### src/rtl/sdh_pkg.sv
// Shared types and constants for the SD card SPI host sequencer.
package sdh_pkg;

  localparam int unsigned BLOCK_BYTES   = 512;
  localparam int unsigned R1_POLL_LIMIT = 10;
  localparam int unsigned CMD0_TRIES    = 10;
  localparam int unsigned WAKE_BYTES    = 10;

  typedef enum logic [2:0] {
    ACT_INIT  = 3'd0,
    ACT_READ  = 3'd1,
    ACT_WRITE = 3'd2,
    ACT_BYTE  = 3'd3,
    ACT_TICK  = 3'd4
  } action_t;

  typedef enum logic [3:0] {
    PH_IDLE, PH_WAKE, PH_CMD, PH_R7, PH_OCR, PH_BUSY_BEFORE, PH_TOKEN,
    PH_RDATA, PH_RCRC, PH_WGAP, PH_WDATA, PH_WCRC, PH_WRESP,
    PH_BUSY_AFTER, PH_DESEL
  } phase_t;

  typedef enum logic [1:0] {
    OP_NONE  = 2'd0,
    OP_INIT  = 2'd1,
    OP_READ  = 2'd2,
    OP_WRITE = 2'd3
  } op_t;

  // Done status codes
  localparam logic [3:0] ST_OK          = 4'd0;
  localparam logic [3:0] ST_NOT_INIT    = 4'd1;
  localparam logic [3:0] ST_NO_IDLE     = 4'd2;
  localparam logic [3:0] ST_BAD_IF      = 4'd3;
  localparam logic [3:0] ST_INIT_TMO    = 4'd4;
  localparam logic [3:0] ST_OCR_FAIL    = 4'd5;
  localparam logic [3:0] ST_BLKLEN_FAIL = 4'd6;
  localparam logic [3:0] ST_CMD_REJ     = 4'd7;
  localparam logic [3:0] ST_TOKEN_ERR   = 4'd8;
  localparam logic [3:0] ST_BUSY_BEFORE = 4'd9;
  localparam logic [3:0] ST_WR_REJ      = 4'd10;
  localparam logic [3:0] ST_BUSY_AFTER  = 4'd11;

  // Configuration register indexes
  localparam logic [1:0] REG_INIT_TMO = 2'd0;
  localparam logic [1:0] REG_READ_TMO = 2'd1;
  localparam logic [1:0] REG_BUSY_TMO = 2'd2;

  typedef struct packed {
    phase_t      phase;
    logic [9:0]  byte_count;
    logic [3:0]  try_count;
    logic [15:0] elapsed_ms;
    logic [1:0]  kind_of_card;
    logic        block_addressing;
    logic        second_version;
    op_t         operation;
    logic [31:0] target_address;
    logic [47:0] command_frame;
    logic [7:0]  reply_capture;
  } state_t;

  typedef struct packed {
    logic [15:0] init_tmo;
    logic [15:0] read_tmo;
    logic [15:0] busy_tmo;
  } cfg_t;

  // Result fields, lowest bit first in the packed order below reversed
  typedef struct packed {
    logic [1:0] card_kind;
    logic [3:0] status;
    logic       done_res;
    logic       write_taken;
    logic [7:0] read_byte;
    logic       read_valid;
    logic       slow_clock;
    logic       select_low;
    logic [7:0] tx_byte;
    logic       exchange;
  } result_t;

endpackage

### src/rtl/sdh_step.sv
// Next-state and result logic for one input item of the SD SPI host sequencer.
module sdh_step (
  input  sdh_pkg::state_t  st,
  input  sdh_pkg::cfg_t    cfg,
  input  logic [2:0]       action,
  input  logic [31:0]      block_number,
  input  logic [7:0]       rx_byte,
  input  logic [7:0]       write_byte,
  output sdh_pkg::state_t  st_next,
  output sdh_pkg::result_t res,
  output logic             produced
);
  import sdh_pkg::*;

  logic [9:0]  bc;
  logic        exch;
  logic [7:0]  tx;
  logic        cmd_go;
  logic [5:0]  cidx;
  logic [31:0] carg;
  logic [7:0]  ccrc;
  logic        desel;
  logic [3:0]  dst;
  logic        fin;
  logic [3:0]  fst;
  logic [7:0]  r1;
  logic        have_r1;
  logic [3:0]  tries;
  logic [31:0] addr;

  always_comb begin
    st_next = st;
    res     = '0;
    produced = 1'b0;
    exch = 1'b0;
    tx   = 8'hFF;
    cmd_go = 1'b0;
    cidx = '0;
    carg = '0;
    ccrc = '0;
    desel = 1'b0;
    dst = ST_OK;
    fin = 1'b0;
    fst = ST_OK;
    r1 = 8'hFF;
    have_r1 = 1'b0;
    bc = st.byte_count + 10'd1;
    tries = st.try_count + 4'd1;
    addr = st.block_addressing ? block_number : {block_number[22:0], 9'd0};

    // Dispatch on action and phase
    if (action == ACT_TICK) begin
      if (st.elapsed_ms != 16'hFFFF) st_next.elapsed_ms = st.elapsed_ms + 16'd1;
    end else if (action == ACT_INIT || action == ACT_READ || action == ACT_WRITE) begin
      if (st.phase == PH_IDLE) begin
        produced = 1'b1;
        if (action == ACT_INIT) begin
          st_next.kind_of_card = 2'd0;
          st_next.block_addressing = 1'b0;
          st_next.second_version = 1'b0;
          st_next.operation = OP_INIT;
          st_next.phase = PH_WAKE;
          st_next.byte_count = '0;
          exch = 1'b1;
        end else if (st.kind_of_card == 2'd0) begin
          st_next.operation = OP_NONE;
          fin = 1'b1;
          fst = ST_NOT_INIT;
        end else begin
          st_next.operation = (action == ACT_READ) ? OP_READ : OP_WRITE;
          st_next.target_address = addr;
          st_next.elapsed_ms = '0;
          if (cfg.busy_tmo == 16'd0) begin
            desel = 1'b1; dst = ST_BUSY_BEFORE;
          end else begin
            st_next.phase = PH_BUSY_BEFORE; st_next.byte_count = '0; exch = 1'b1;
          end
        end
      end
    end else if (action == ACT_BYTE && st.phase != PH_IDLE) begin
      produced = 1'b1;
      unique case (st.phase)
        PH_DESEL: begin
          fin = 1'b1;
          fst = st.reply_capture[3:0];
        end
        PH_WAKE: begin
          st_next.byte_count = bc;
          if (bc < 10'(WAKE_BYTES)) exch = 1'b1;
          else begin
            st_next.try_count = '0;
            cmd_go = 1'b1; cidx = 6'd0; ccrc = 8'h95;
          end
        end
        PH_CMD: begin
          st_next.byte_count = bc;
          if (bc <= 10'd6) begin
            exch = 1'b1;
            unique case (bc[2:0])
              3'd1:    tx = st.command_frame[47:40];
              3'd2:    tx = st.command_frame[39:32];
              3'd3:    tx = st.command_frame[31:24];
              3'd4:    tx = st.command_frame[23:16];
              3'd5:    tx = st.command_frame[15:8];
              default: tx = st.command_frame[7:0];
            endcase
          end else if (bc == 10'd7) exch = 1'b1;
          else if (!rx_byte[7]) begin
            have_r1 = 1'b1; r1 = rx_byte;
          end else if (bc >= 10'(R1_POLL_LIMIT + 7)) begin
            have_r1 = 1'b1; r1 = 8'hFF;
          end else exch = 1'b1;
        end
        PH_R7: begin
          st_next.byte_count = bc;
          if (bc == 10'd3) st_next.reply_capture = {7'd0, rx_byte == 8'h01};
          if (bc < 10'd4) exch = 1'b1;
          else if (st_next.reply_capture == 8'd1 && rx_byte == 8'hAA) begin
            st_next.second_version = 1'b1;
            st_next.elapsed_ms = '0;
            cmd_go = 1'b1; cidx = 6'd55; ccrc = 8'h01;
          end else begin
            desel = 1'b1; dst = ST_BAD_IF;
          end
        end
        PH_OCR: begin
          st_next.byte_count = bc;
          if (bc == 10'd1) st_next.reply_capture = rx_byte;
          if (bc < 10'd4) exch = 1'b1;
          else begin
            st_next.block_addressing = st_next.reply_capture[6];
            if (!st_next.reply_capture[6]) begin
              cmd_go = 1'b1; cidx = 6'd16; carg = 32'(BLOCK_BYTES); ccrc = 8'h01;
            end else begin
              desel = 1'b1; dst = ST_OK;
            end
          end
        end
        PH_BUSY_BEFORE: begin
          if (rx_byte == 8'hFF) begin
            cmd_go = 1'b1;
            cidx = (st.operation == OP_READ) ? 6'd17 : 6'd24;
            carg = st.target_address; ccrc = 8'h01;
          end else if (st.elapsed_ms >= cfg.busy_tmo) begin
            desel = 1'b1; dst = ST_BUSY_BEFORE;
          end else exch = 1'b1;
        end
        PH_TOKEN: begin
          if (rx_byte != 8'hFF) begin
            if (rx_byte == 8'hFE) begin
              st_next.phase = PH_RDATA; st_next.byte_count = '0; exch = 1'b1;
            end else begin
              desel = 1'b1; dst = ST_TOKEN_ERR;
            end
          end else if (st.elapsed_ms >= cfg.read_tmo) begin
            desel = 1'b1; dst = ST_TOKEN_ERR;
          end else exch = 1'b1;
        end
        PH_RDATA: begin
          res.read_valid = 1'b1;
          res.read_byte = rx_byte;
          st_next.byte_count = bc;
          if (bc >= 10'(BLOCK_BYTES)) begin
            st_next.phase = PH_RCRC; st_next.byte_count = '0;
          end
          exch = 1'b1;
        end
        PH_RCRC: begin
          st_next.byte_count = bc;
          if (bc < 10'd2) exch = 1'b1;
          else begin
            desel = 1'b1; dst = ST_OK;
          end
        end
        PH_WGAP: begin
          st_next.phase = PH_WDATA; st_next.byte_count = '0;
          exch = 1'b1; tx = 8'hFE;
        end
        PH_WDATA: begin
          exch = 1'b1;
          if (st.byte_count < 10'(BLOCK_BYTES)) begin
            st_next.byte_count = bc;
            res.write_taken = 1'b1;
            tx = write_byte;
          end else begin
            st_next.phase = PH_WCRC; st_next.byte_count = 10'd1;
          end
        end
        PH_WCRC: begin
          if (st.byte_count < 10'd2) st_next.byte_count = bc;
          else st_next.phase = PH_WRESP;
          exch = 1'b1;
        end
        PH_WRESP: begin
          if (rx_byte[4:0] != 5'h05) begin
            desel = 1'b1; dst = ST_WR_REJ;
          end else begin
            st_next.elapsed_ms = '0;
            if (cfg.busy_tmo == 16'd0) begin
              desel = 1'b1; dst = ST_BUSY_AFTER;
            end else begin
              st_next.phase = PH_BUSY_AFTER; st_next.byte_count = '0; exch = 1'b1;
            end
          end
        end
        PH_BUSY_AFTER: begin
          if (rx_byte == 8'hFF) begin
            desel = 1'b1; dst = ST_OK;
          end else if (st.elapsed_ms >= cfg.busy_tmo) begin
            desel = 1'b1; dst = ST_BUSY_AFTER;
          end else exch = 1'b1;
        end
        default: ;
      endcase
    end

    // Command reply handling
    if (have_r1) begin
      unique case (st.command_frame[45:40])
        6'd0: begin
          if (r1 == 8'h01) begin
            cmd_go = 1'b1; cidx = 6'd8; carg = 32'h0000_01AA; ccrc = 8'h87;
          end else begin
            st_next.try_count = tries;
            if (tries >= 4'(CMD0_TRIES)) begin
              desel = 1'b1; dst = ST_NO_IDLE;
            end else begin
              cmd_go = 1'b1; cidx = 6'd0; ccrc = 8'h95;
            end
          end
        end
        6'd8: begin
          if (r1 == 8'h01) begin
            st_next.phase = PH_R7; st_next.byte_count = '0;
            st_next.reply_capture = '0; exch = 1'b1;
          end else if (r1[2]) begin
            st_next.second_version = 1'b0;
            st_next.elapsed_ms = '0;
            cmd_go = 1'b1; cidx = 6'd55; ccrc = 8'h01;
          end else begin
            desel = 1'b1; dst = ST_BAD_IF;
          end
        end
        6'd55, 6'd41: begin
          if (st.command_frame[45:40] == 6'd55 && r1 <= 8'h01) begin
            cmd_go = 1'b1; cidx = 6'd41; ccrc = 8'h01;
            carg = st.second_version ? 32'h4000_0000 : 32'd0;
          end else if (r1 == 8'd0) begin
            if (st.second_version) begin
              cmd_go = 1'b1; cidx = 6'd58; ccrc = 8'h01;
            end else if (!st.block_addressing) begin
              cmd_go = 1'b1; cidx = 6'd16; carg = 32'(BLOCK_BYTES); ccrc = 8'h01;
            end else begin
              desel = 1'b1; dst = ST_OK;
            end
          end else if (st.elapsed_ms >= cfg.init_tmo) begin
            desel = 1'b1; dst = ST_INIT_TMO;
          end else begin
            cmd_go = 1'b1; cidx = 6'd55; ccrc = 8'h01;
          end
        end
        6'd58: begin
          if (r1 != 8'd0) begin
            desel = 1'b1; dst = ST_OCR_FAIL;
          end else begin
            st_next.phase = PH_OCR; st_next.byte_count = '0; exch = 1'b1;
          end
        end
        6'd16: begin
          desel = 1'b1; dst = (r1 != 8'd0) ? ST_BLKLEN_FAIL : ST_OK;
        end
        6'd17: begin
          if (r1 != 8'd0) begin
            desel = 1'b1; dst = ST_CMD_REJ;
          end else begin
            st_next.elapsed_ms = '0;
            if (cfg.read_tmo == 16'd0) begin
              desel = 1'b1; dst = ST_TOKEN_ERR;
            end else begin
              st_next.phase = PH_TOKEN; st_next.byte_count = '0; exch = 1'b1;
            end
          end
        end
        6'd24: begin
          if (r1 != 8'd0) begin
            desel = 1'b1; dst = ST_CMD_REJ;
          end else begin
            st_next.phase = PH_WGAP; exch = 1'b1;
          end
        end
        default: begin
          desel = 1'b1; dst = ST_CMD_REJ;
        end
      endcase
    end

    // Launch a command frame
    if (cmd_go) begin
      st_next.command_frame = {2'b01, cidx, carg, ccrc};
      st_next.phase = PH_CMD;
      st_next.byte_count = '0;
      exch = 1'b1;
      tx = 8'hFF;
    end

    // Trailing deselected byte
    if (desel) begin
      st_next.reply_capture = {4'd0, dst};
      st_next.phase = PH_DESEL;
      exch = 1'b1;
      tx = 8'hFF;
    end

    // Finish the operation
    if (fin) begin
      if (st_next.operation == OP_INIT && fst == ST_OK)
        st_next.kind_of_card = st.second_version ?
                               (st.block_addressing ? 2'd3 : 2'd2) : 2'd1;
      st_next.phase = PH_IDLE;
      st_next.operation = OP_NONE;
      res.done_res = 1'b1;
      res.status = fst;
    end

    if (exch) begin
      res.exchange = 1'b1;
      res.tx_byte = tx;
      res.select_low = !(st_next.phase == PH_WAKE || st_next.phase == PH_DESEL);
    end
    res.slow_clock = (st_next.kind_of_card == 2'd0);
    res.card_kind = st_next.kind_of_card;
  end

endmodule

### src/rtl/sd_card_spi_host_engine_core.sv
// Top level of the SD card SPI host sequencer: state, config and result registers.
//
// Usage:
//   Input stream (s_*): one request per item. s_tuser carries the action
//   (start init, start read, start write, byte received, millisecond tick);
//   s_tdata carries block_number, rx_byte and write_byte.
//   Output stream (m_*): at most one result per request: the next byte to
//   exchange with chip select and clock choice, a read payload byte, the
//   write_taken flag, or done with a status and the card kind.
//   Config channel (cfg_*): writes the three millisecond timeouts; always ready.
//   The user must write it only while the sequencer is idle; the core does not enforce it.
// Timing:
//   A request is processed in the cycle it is accepted and its result, if any,
//   is in the output register on the next cycle. One request per cycle is
//   sustained while m_tready keeps up; the single state register update sets the rate.
// Reset:
//   rst clears the sequencer to idle with no card known and loads the
//   default timeouts (1000, 200, 500 ms).
// Stall:
//   While a result waits and m_tready is low, s_tready is low; it rises in
//   the same cycle the waiting result is taken.
module sd_card_spi_host_engine_core (
  input  logic        clk,
  input  logic        rst,
  input  logic        s_tvalid,
  output logic        s_tready,
  input  logic [47:0] s_tdata,   // block_number[31:0], rx_byte[39:32], write_byte[47:40]
  input  logic [2:0]  s_tuser,   // action[2:0]
  output logic        m_tvalid,
  input  logic        m_tready,
  output logic [31:0] m_tdata,   // exchange, tx_byte, select_low, slow_clock, read_valid,
                                 // read_byte, write_taken, done_res, status, card_kind
  input  logic        cfg_valid,
  output logic        cfg_ready,
  input  logic [1:0]  cfg_index,
  input  logic [15:0] cfg_data
);
  import sdh_pkg::*;

  state_t  st;
  state_t  st_next;
  cfg_t    cfg;
  result_t res;
  result_t res_q;
  logic    produced;
  logic    s_fire;

  assign s_tready  = !m_tvalid || m_tready;
  assign s_fire    = s_tvalid && s_tready;
  assign cfg_ready = 1'b1;
  assign m_tdata   = {4'd0, res_q};

  sdh_step u_step (
    .st           (st),
    .cfg          (cfg),
    .action       (s_tuser),
    .block_number (s_tdata[31:0]),
    .rx_byte      (s_tdata[39:32]),
    .write_byte   (s_tdata[47:40]),
    .st_next      (st_next),
    .res          (res),
    .produced     (produced)
  );

  // Sequencer state; all-zero is idle, no operation, no card
  always_ff @(posedge clk) begin
    if (rst) begin
      st <= '0;
    end else if (s_fire) begin
      st <= st_next;
    end
  end

  // Timeout registers
  always_ff @(posedge clk) begin
    if (rst) begin
      cfg.init_tmo <= 16'd1000;
      cfg.read_tmo <= 16'd200;
      cfg.busy_tmo <= 16'd500;
    end else if (cfg_valid) begin
      unique case (cfg_index)
        REG_INIT_TMO: cfg.init_tmo <= cfg_data;
        REG_READ_TMO: cfg.read_tmo <= cfg_data;
        REG_BUSY_TMO: cfg.busy_tmo <= cfg_data;
        default: ;
      endcase
    end
  end

  // Result register
  always_ff @(posedge clk) begin
    if (rst) begin
      m_tvalid <= 1'b0;
    end else if (s_fire && produced) begin
      m_tvalid <= 1'b1;
    end else if (m_tready) begin
      m_tvalid <= 1'b0;
    end
  end

  always_ff @(posedge clk) begin
    if (s_fire && produced) res_q <= res;
  end

endmodule

### config.mk
export PLATFORM = sky130hd
export DESIGN_NAME = sd_card_spi_host_engine_core
export DESIGN_NICKNAME = d
export VERILOG_FILES = /design/src/rtl/sdh_pkg.sv /design/src/rtl/sdh_step.sv /design/src/rtl/sd_card_spi_host_engine_core.sv
export SDC_FILE = /design/constraint.sdc
export NUM_CORES = 1
export LEC_CHECK = 0
export ABC_AREA = 0
export CORE_MARGIN = 4
export CORE_UTILIZATION = 40
export DETAILED_ROUTE_END_ITERATION = 10
export DONT_BUFFER_PORTS = 1
export GPL_ROUTABILITY_DRIVEN = 0
export PLACE_DENSITY = 0.54
export REMOVE_ABC_BUFFERS = 1
export SYNTH_ARGS = -nofsm -noshare
export SYNTH_HDL_FRONTEND = slang
export SYNTH_SLANG_ARGS = --single-unit
### constraint.sdc
create_clock -name clk -period 10.4 [get_ports clk]
set_clock_uncertainty 0.2 [all_clocks]
set_input_delay 0.52 -clock clk [delete_from_list [all_inputs] [get_ports clk]]
set_output_delay 0.52 -clock clk [all_outputs]
set_load 0.02 [all_outputs]
# Word-level counts from Yosys, hierarchy flattened
# Index checks and enable logic that the tools add are counted.
# word_totals
regBits,204
latch_bits,0
ramBits,0
romBits,0
input_bits,74
out_inout_bits,35
word_cells,458
memories,0
# classes
addsub,3
mul,0
n_div,0
n_lt_le_gt_ge,13
eq_ne,53
shifts,0
mux,318
bitwise,4
reduce_logical,42
# ops
cell,n
$mux W32,14
$mux W8,47
$mux W14,15
$mux W4,48
$mux W16,11
$mux W54,3
$pmux W32 S2,2
$mux W1,118
$mux W34,3
$mux W6,17
$pmux W10 S7,1
$pmux W16 S2,2
$ge A16 B16 Y1,3
$pmux W8 S3,2
$pmux W8 S5,1
$mux W38,1
$pmux W6 S3,2
$eq A4 B4 Y1 const B,8
$logic_not A16 Y1,2
$pmux W8 S4,1
$mux W31,1
$mux W10,3
$pmux W10 S3,1
$pmux W4 S7,1
65 further kinds,126

# Longest topological paths before layout
# logic_depth
depth_word,27
depth_mapped,17
ltp_nobuf,12

# Modules after synthesis
# From an unflattened synthesis, not the netlist that was laid out.
# unflattened
hier_cells,1905
area_unflattened_um2,14626.5
# by_module_without_submodules
mod,n_inst,cells_per_inst,area_per_inst_um2
sd_card_spi_host_engine_core,1,830,8166.6
sdh_step,1,1075,6459.9

# Worst setup path after synthesis
# OpenSTA, ideal clock, no wires.
# synth_timing
kind,register to register
start,"reg, netlist name st[116]"
end,"reg res_q, in the netlist m_tdata[9], data pin"
setup_time_ns,0.284
t_arrival_ns,3.060
path_slack_ns,6.856
path_stages_with_launch,17
cell_sequence,dfxtp_1 buf_6 buf_4 nand3_1 nor2_1 and3_1 ha_1 o21ai_0 a211o_1 buf_2 o2111ai_1 a311oi_1 a211oi_2 and2_1 and3_1 buf_2 a41oi_1
# synth_between
elab_chain_len,27
# synth_rtl
item,line_no,source
$add A10 B1 Y10,sdh_step.sv:47,bc = st.byte_count + 10'd1;
$eq A10 B2 Y1,sdh_step.sv:116,"if (bc == 10'd3) st_next.reply_capture = {7'd0, rx_byte == 8'h01};"
$mux W8,sdh_step.sv:116,
$mux W8,sdh_step.sv:82,unique case (st.phase)
$mux W8,sdh_step.sv:80,end else if (action == ACT_BYTE && st.phase != PH_IDLE) begin
$mux W8,sdh_step.sv:54,end else if (action == ACT_INIT || action == ACT_READ || action == ACT_WRITE) begin
$mux W8,sdh_step.sv:52,if (action == ACT_TICK) begin
$eq A8 B1 Y1,sdh_step.sv:118,else if (st_next.reply_capture == 8'd1 && rx_byte == 8'hAA) begin
[11 not listed],n/a,
$pmux W1 S3,sdh_step.sv:219,unique case (st.command_frame[45:40])
$mux W1,sdh_step.sv:218,if (have_r1) begin
$mux W14,sdh_step.sv:298,if (cmd_go) begin
$mux W4,sdh_step.sv:307,if (desel) begin
$mux W4,sdh_step.sv:315,if (fin) begin
$eq A4 B1 Y1 or $eq A4 B4 Y1 (tied branches),sdh_step.sv:328,res.select_low = !(st_next.phase == PH_WAKE || st_next.phase == PH_DESEL);
$logic_or A1 B1 Y1,sdh_step.sv:328,
$logic_not A1 Y1,sdh_step.sv:328,
"end signal, assigned",sd_card_spi_host_engine_core.sv:102,if (s_fire && produced) res_q <= res;
"end, declared",sd_card_spi_host_engine_core.sv:44,result_t res_q;
# Parallel ways exist; a longest one is shown, timed or not. The select of a mux whose other input is x is not followed.
# A chain may end at the register's enable or synchronous reset.

# Final worst setup path
# layout_timing
start,"reg, netlist name st[116]"
end,"reg res_q, in the netlist m_tdata[1], data pin"
# layout_between
elab_chain_len,23
# layout_rtl
item,line_no,source
$add A10 B1 Y10,sdh_step.sv:47,
$eq A10 B2 Y1,sdh_step.sv:116,
$mux W8,sdh_step.sv:116,
$mux W8,sdh_step.sv:82,
$mux W8,sdh_step.sv:80,
$mux W8,sdh_step.sv:54,
$mux W8,sdh_step.sv:52,
$eq A8 B1 Y1,sdh_step.sv:118,
[7 not listed],n/a,
$mux W1,sdh_step.sv:251,end else if (!st.block_addressing) begin
$mux W1,sdh_step.sv:249,if (st.second_version) begin
$mux W1,sdh_step.sv:248,end else if (r1 == 8'd0) begin
$mux W1,sdh_step.sv:245,if (st.command_frame[45:40] == 6'd55 && r1 <= 8'h01) begin
$pmux W1 S3,sdh_step.sv:219,
$mux W1,sdh_step.sv:218,
$mux W8 or $mux W1 (tied branches),sdh_step.sv:298,
$mux W8 or $mux W1 (tied branches),sdh_step.sv:307,
# Parallel ways exist; a longest one is shown, timed or not. The select of a mux whose other input is x is not followed.

==> out/qor.csv <==
stage,metric,value,unit
status,status,completed,
sta,transition time of the tightest slew-check pin,1.208,ns
detailed_routing,total iterations of the first detailed-routing run,8,
placement,DP Cell Count,1940,
sta,fin crit share,48.82,%
worst_hold_path,worst hold-check path type,input pin to register,
floorplan,Die Ht,185.5,um
power_and_ir_drop,switching part of the total,30.48,%
clock_tree,buffers inserted during post-CTS setup optimization,0,
detailed_routing,Total Wirelength,41570,um
worst_hold_path,endpoint of the worst hold path,cfg[35],
sta,Fin Setup TNS,0,ns
global_route,met3 track utilization from global routing,4.221,%
power_and_ir_drop,power density normalized to cell area,130.7,nW/um2
global_route,largest net degree at the start of global routing,132,
global_route,Total GRT Usage,23.87,%
synthesis,"FFs w/ async S/R, synth",0,%
clock_tree,Post-CTS Resized,0,
worst_setup_path,endpoint of the worst register-to-register path,m_tdata[1],
synthesis,synthesized flop and latch total,200,
floorplan,placeable core area,30830,um2
layout,most frequent standard cell in the layout excluding fill and tap cells,sky130_fd_sc_hd__nand2_1,
detailed_routing,number of DRC markers after the initial detailed-route iteration,1222,
floorplan,initial core utilization,40.87,%
layout,"leading cell types in the layout, fill and taps excluded","sky130_fd_sc_hd__nand2_1 (226), sky130_fd_sc_hd__a21oi_1 (171), sky130_fd_sc_hd__dfxtp_1 (171)",
floorplan,number of placement rows,64,
global_route,met1 track utilization from global routing,33.41,%
global_route,global-route wire length before repair,64910,um
floorplan,die span in x,185.5,um
global_route,total gr overflow,0,
power_and_ir_drop,switching component of the power,544.1,uW
detailed_routing,routed length per placed instance,20.80,um
detailed_routing,residual DRC count,0,
sta,final-report max-slew violation count,0,
synthesis,Post-Synthesis Mean Instance Area,7.665,um2
power_and_ir_drop,combinational cell fraction of total power,12.7,%
layout,Total Nets Final,1720,
placement,Detail Placement HPWL,29390,um
worst_setup_path,kind of start point of the critical path,register,
placement,IO buf count,0,
run,Max Cap Violations,0,
worst_setup_path,critical path required time,10.43,ns
worst_setup_path,maximum fanout along the worst path,16,
power_and_ir_drop,static leakage,4.793,nW
clock_tree,H-tree levels,4,
synthesis,dominant register cell in the synthesized netlist,sky130_fd_sc_hd__dfxtp_1,
layout,layout cells sized above 1,5.618,%
synthesis,sequential share of the synthesized area,34.00,%
clock_tree,clock tree from TritonCTS,done,
layout,Layout Cells excl Fill,1999,
floorplan,full die area,34410,um2
floorplan,top-level port count,109,
clock_tree,Clock Pin Slew Worst Setup and Hold Paths,0.09,ns
synthesis,"Warnings, synthesis",0,
power_and_ir_drop,Clk pwr share,40.4,%
worst_setup_path,Worst Reg-to-Reg Cells,13,
clock_tree,quantity of hold-fixing buffers added after cts,26,
worst_hold_path,Hold Path Stages,2,
detailed_routing,via count,12280,
worst_setup_path,startpoint of the worst-slack reg-to-reg timing path,st[116],
synthesis,unique cell type count in the Yosys netlist,96,
global_route,number of global-route vias before repair,11370,
clock_tree,CTS Buffer Depth,2,
sta,highest attainable clock frequency,0.1970,GHz
worst_setup_path,WP data arrival,5.11,ns
worst_setup_path,setup slack of the worst register-to-register path,5.32,ns
layout,area growth from synthesis to layout,8.371,%
power_and_ir_drop,worst ir drop on vdd,0.0001128,V
synthesis,instance count of the mapped netlist,1644,
global_route,met2 track demand over resource in global routing,36.65,%
worst_setup_path,crit path kind,register to register,
worst_hold_path,Min-Delay Startpoint,cfg_data[3],
clock_tree,Num Clock Sinks,200,
power_and_ir_drop,cell internal pwr,1.241,mW
global_route,antenna violations before repair,1,
sta,number of hold violations in the final report,0,
sta,Setup Viol. Count Final,0,
clock_tree,clock buffer count from CTS,17,
clock_tree,source-to-sink clock delay at the later pin of the worst-skew pair,0.47,ns
power_and_ir_drop,portion of total power attributed to sequential cells,46.8,%
global_route,routing layer with the top usage in global route,met2,
sta,minimum period implied by the final worst setup slack,5.077,ns
synthesis,number of flops mapped to enable cells by yosys,28,
detailed_routing,ratio of routed vias to standard cells,6.141,
synthesis,netlist area before placement,12600,um2
sta,max-slew headroom at the worst pin,19.28,%
detailed_routing,count of nets left with antenna violations after detail routing,0,
worst_setup_path,category of the worst setup path capture point,register,
sta,unrepaired setup endpoints after global routing,false,
clock_tree,clock root cell,sky130_fd_sc_hd__clkbuf_16,
==> worst max path at each step <==
stage	endpoint	slack (ns)	from
after floorplan	st[12]	5.60	st[115]
after global placement	m_tdata[1]	5.74	st[125]
after detailed placement	m_tdata[1]	5.58	st[116]
after CTS	m_tdata[1]	5.53	st[116]
after global routing	m_tdata[1]	5.03	st[115]
final	m_tdata[1]	5.32	st[116]
==> stage by stage <==
step	setup WS [ns]	total power [mW]	utilization, %	area (um2)	hold WS, ns
4_1_cts	5.525	1.797	44.29	13650	0.001533
2_1_floorplan	5.596	0.9876	-	12100	0.2252
5_1_grt	5.031	1.860	44.29	13660	0.006645
3_3_place_gp	5.740	1.055	41.31	12730	0.2348
6_report	5.323	1.785	44.29	13660	0.02320
3_5_place_dp	5.577	1.057	41.31	12730	0.2421
==> power by group through the flow <==
stage | Sequential [mW] | Combinational [mW] | Clock (mW)
6_report | 0.836 | 0.227 | 0.722
5_1_grt | 0.840 | 0.252 | 0.768
4_1_cts | 0.836 | 0.225 | 0.737
3_5_place_dp | 0.854 | 0.203 | 0
3_3_place_gp | 0.854 | 0.202 | 0
2_1_floorplan | 0.847 | 0.141 | 0
==> sequential cells by signal, summed over array words and instances (netlist names) <==
register,flops
cfg,48
m_tdata,28
m_tvalid,1
st,123
==> cells in the mapped netlist (4+ instances only) <==
| library cell | n | area share [%] |
|---|---|---|
| sky130_fd_sc_hd__and4_1 | 5 | 0.35 |
| sky130_fd_sc_hd__o211ai_1 | 32 | 1.9 |
| sky130_fd_sc_hd__nor3b_1 | 4 | 0.24 |
| sky130_fd_sc_hd__or3_1 | 10 | 0.50 |
| sky130_fd_sc_hd__or2_2 | 4 | 0.20 |
| sky130_fd_sc_hd__a22oi_1 | 6 | 0.36 |
| sky130_fd_sc_hd__o2111ai_1 | 4 | 0.28 |
| sky130_fd_sc_hd__nand3_1 | 85 | 3.4 |
| sky130_fd_sc_hd__xnor2_1 | 5 | 0.35 |
| sky130_fd_sc_hd__a211oi_1 | 17 | 1.0 |
| sky130_fd_sc_hd__nor4_1 | 18 | 0.89 |
| sky130_fd_sc_hd__clkbuf_1 | 85 | 2.5 |
| sky130_fd_sc_hd__o21a_1 | 5 | 0.30 |
| sky130_fd_sc_hd__a32oi_1 | 9 | 0.63 |
| sky130_fd_sc_hd__a31oi_1 | 11 | 0.55 |
| sky130_fd_sc_hd__and2_1 | 24 | 1.2 |
| sky130_fd_sc_hd__o31ai_1 | 13 | 0.77 |
| sky130_fd_sc_hd__nor2_1 | 134 | 4.0 |
| sky130_fd_sc_hd__and3_1 | 17 | 0.84 |
| sky130_fd_sc_hd__a21o_1 | 23 | 1.4 |
| sky130_fd_sc_hd__ha_1 | 57 | 5.7 |
| sky130_fd_sc_hd__xor2_1 | 5 | 0.35 |
| sky130_fd_sc_hd__a222oi_1 | 5 | 0.40 |
| sky130_fd_sc_hd__nand2_1 | 227 | 6.8 |
| sky130_fd_sc_hd__inv_1 | 62 | 1.8 |
| sky130_fd_sc_hd__nor2b_1 | 10 | 0.50 |
| sky130_fd_sc_hd__a22o_1 | 8 | 0.56 |
| sky130_fd_sc_hd__a221oi_1 | 9 | 0.63 |
| sky130_fd_sc_hd__o21ai_0 | 74 | 2.9 |
| sky130_fd_sc_hd__o21bai_1 | 4 | 0.24 |
| sky130_fd_sc_hd__edfxtp_1 | 28 | 6.7 |
| sky130_fd_sc_hd__buf_1 | 8 | 0.24 |
| sky130_fd_sc_hd__o22ai_1 | 7 | 0.35 |
| sky130_fd_sc_hd__a21oi_1 | 171 | 6.8 |
| sky130_fd_sc_hd__a211o_1 | 11 | 0.76 |
| sky130_fd_sc_hd__nor3_1 | 73 | 2.9 |
| sky130_fd_sc_hd__nand4_1 | 28 | 1.4 |
| sky130_fd_sc_hd__dfxtp_1 | 172 | 27 |
| sky130_fd_sc_hd__mux2i_1 | 30 | 2.4 |
| sky130_fd_sc_hd__a311oi_1 | 6 | 0.42 |
| sky130_fd_sc_hd__buf_2 | 16 | 0.64 |
| sky130_fd_sc_hd__buf_4 | 8 | 0.48 |
| sky130_fd_sc_hd__a41oi_1 | 4 | 0.28 |
| sky130_fd_sc_hd__nand2b_1 | 21 | 1.0 |
| sky130_fd_sc_hd__nand3b_1 | 4 | 0.24 |
==> layer usage <==
metal / routed length, um / share of wire, %
met4: 1398 / 3.4
met3: 2471 / 5.9
met1: 19080 / 46
met5: 0 / 0
met2: 18620 / 45
==> worst max-delay path, stage by stage (launching register included) <==
cell	delay [ns]
sky130_fd_sc_hd__dfxtp_1	0.67
sky130_fd_sc_hd__nand3_1	0.23
sky130_fd_sc_hd__nor2_1	0.21
sky130_fd_sc_hd__and3_1	0.18
sky130_fd_sc_hd__ha_1	0.23
sky130_fd_sc_hd__o21ai_0	0.20
sky130_fd_sc_hd__a211oi_2	0.45
sky130_fd_sc_hd__a21boi_1	0.12
sky130_fd_sc_hd__buf_4	0.21
sky130_fd_sc_hd__mux2_2	0.30
sky130_fd_sc_hd__a211o_1	0.33
sky130_fd_sc_hd__a21oi_1	0.90
sky130_fd_sc_hd__nand4_1	0.37
sky130_fd_sc_hd__and2_1	0.26
==> cell type report <==
class                      count  area (um2)
sequential                   200        4285
tap                          396       495.5
inverter                      64       240.2
timing repair buffer          42       397.9
clock buffer                  17       425.4
antenna                        1       2.502
clock inverter                15       215.2
multi-input combinational   1264        7594
fill                        3128       17170
==> logic make-up after synthesis <==
logic type	after synthesis	share of synthesized area, %
buffers and inverters	183	5.968
muxes	31	2.472
AOI/OAI and AO/OA	466	24.25
other	2	0.05960
xor gates and xnor gates	10	0.6950
DFF	200	34.00
and+or+nand+nor	695	26.90
adders and majority gates	57	5.660
No activity file was read; power rests on OpenSTA's default activity.
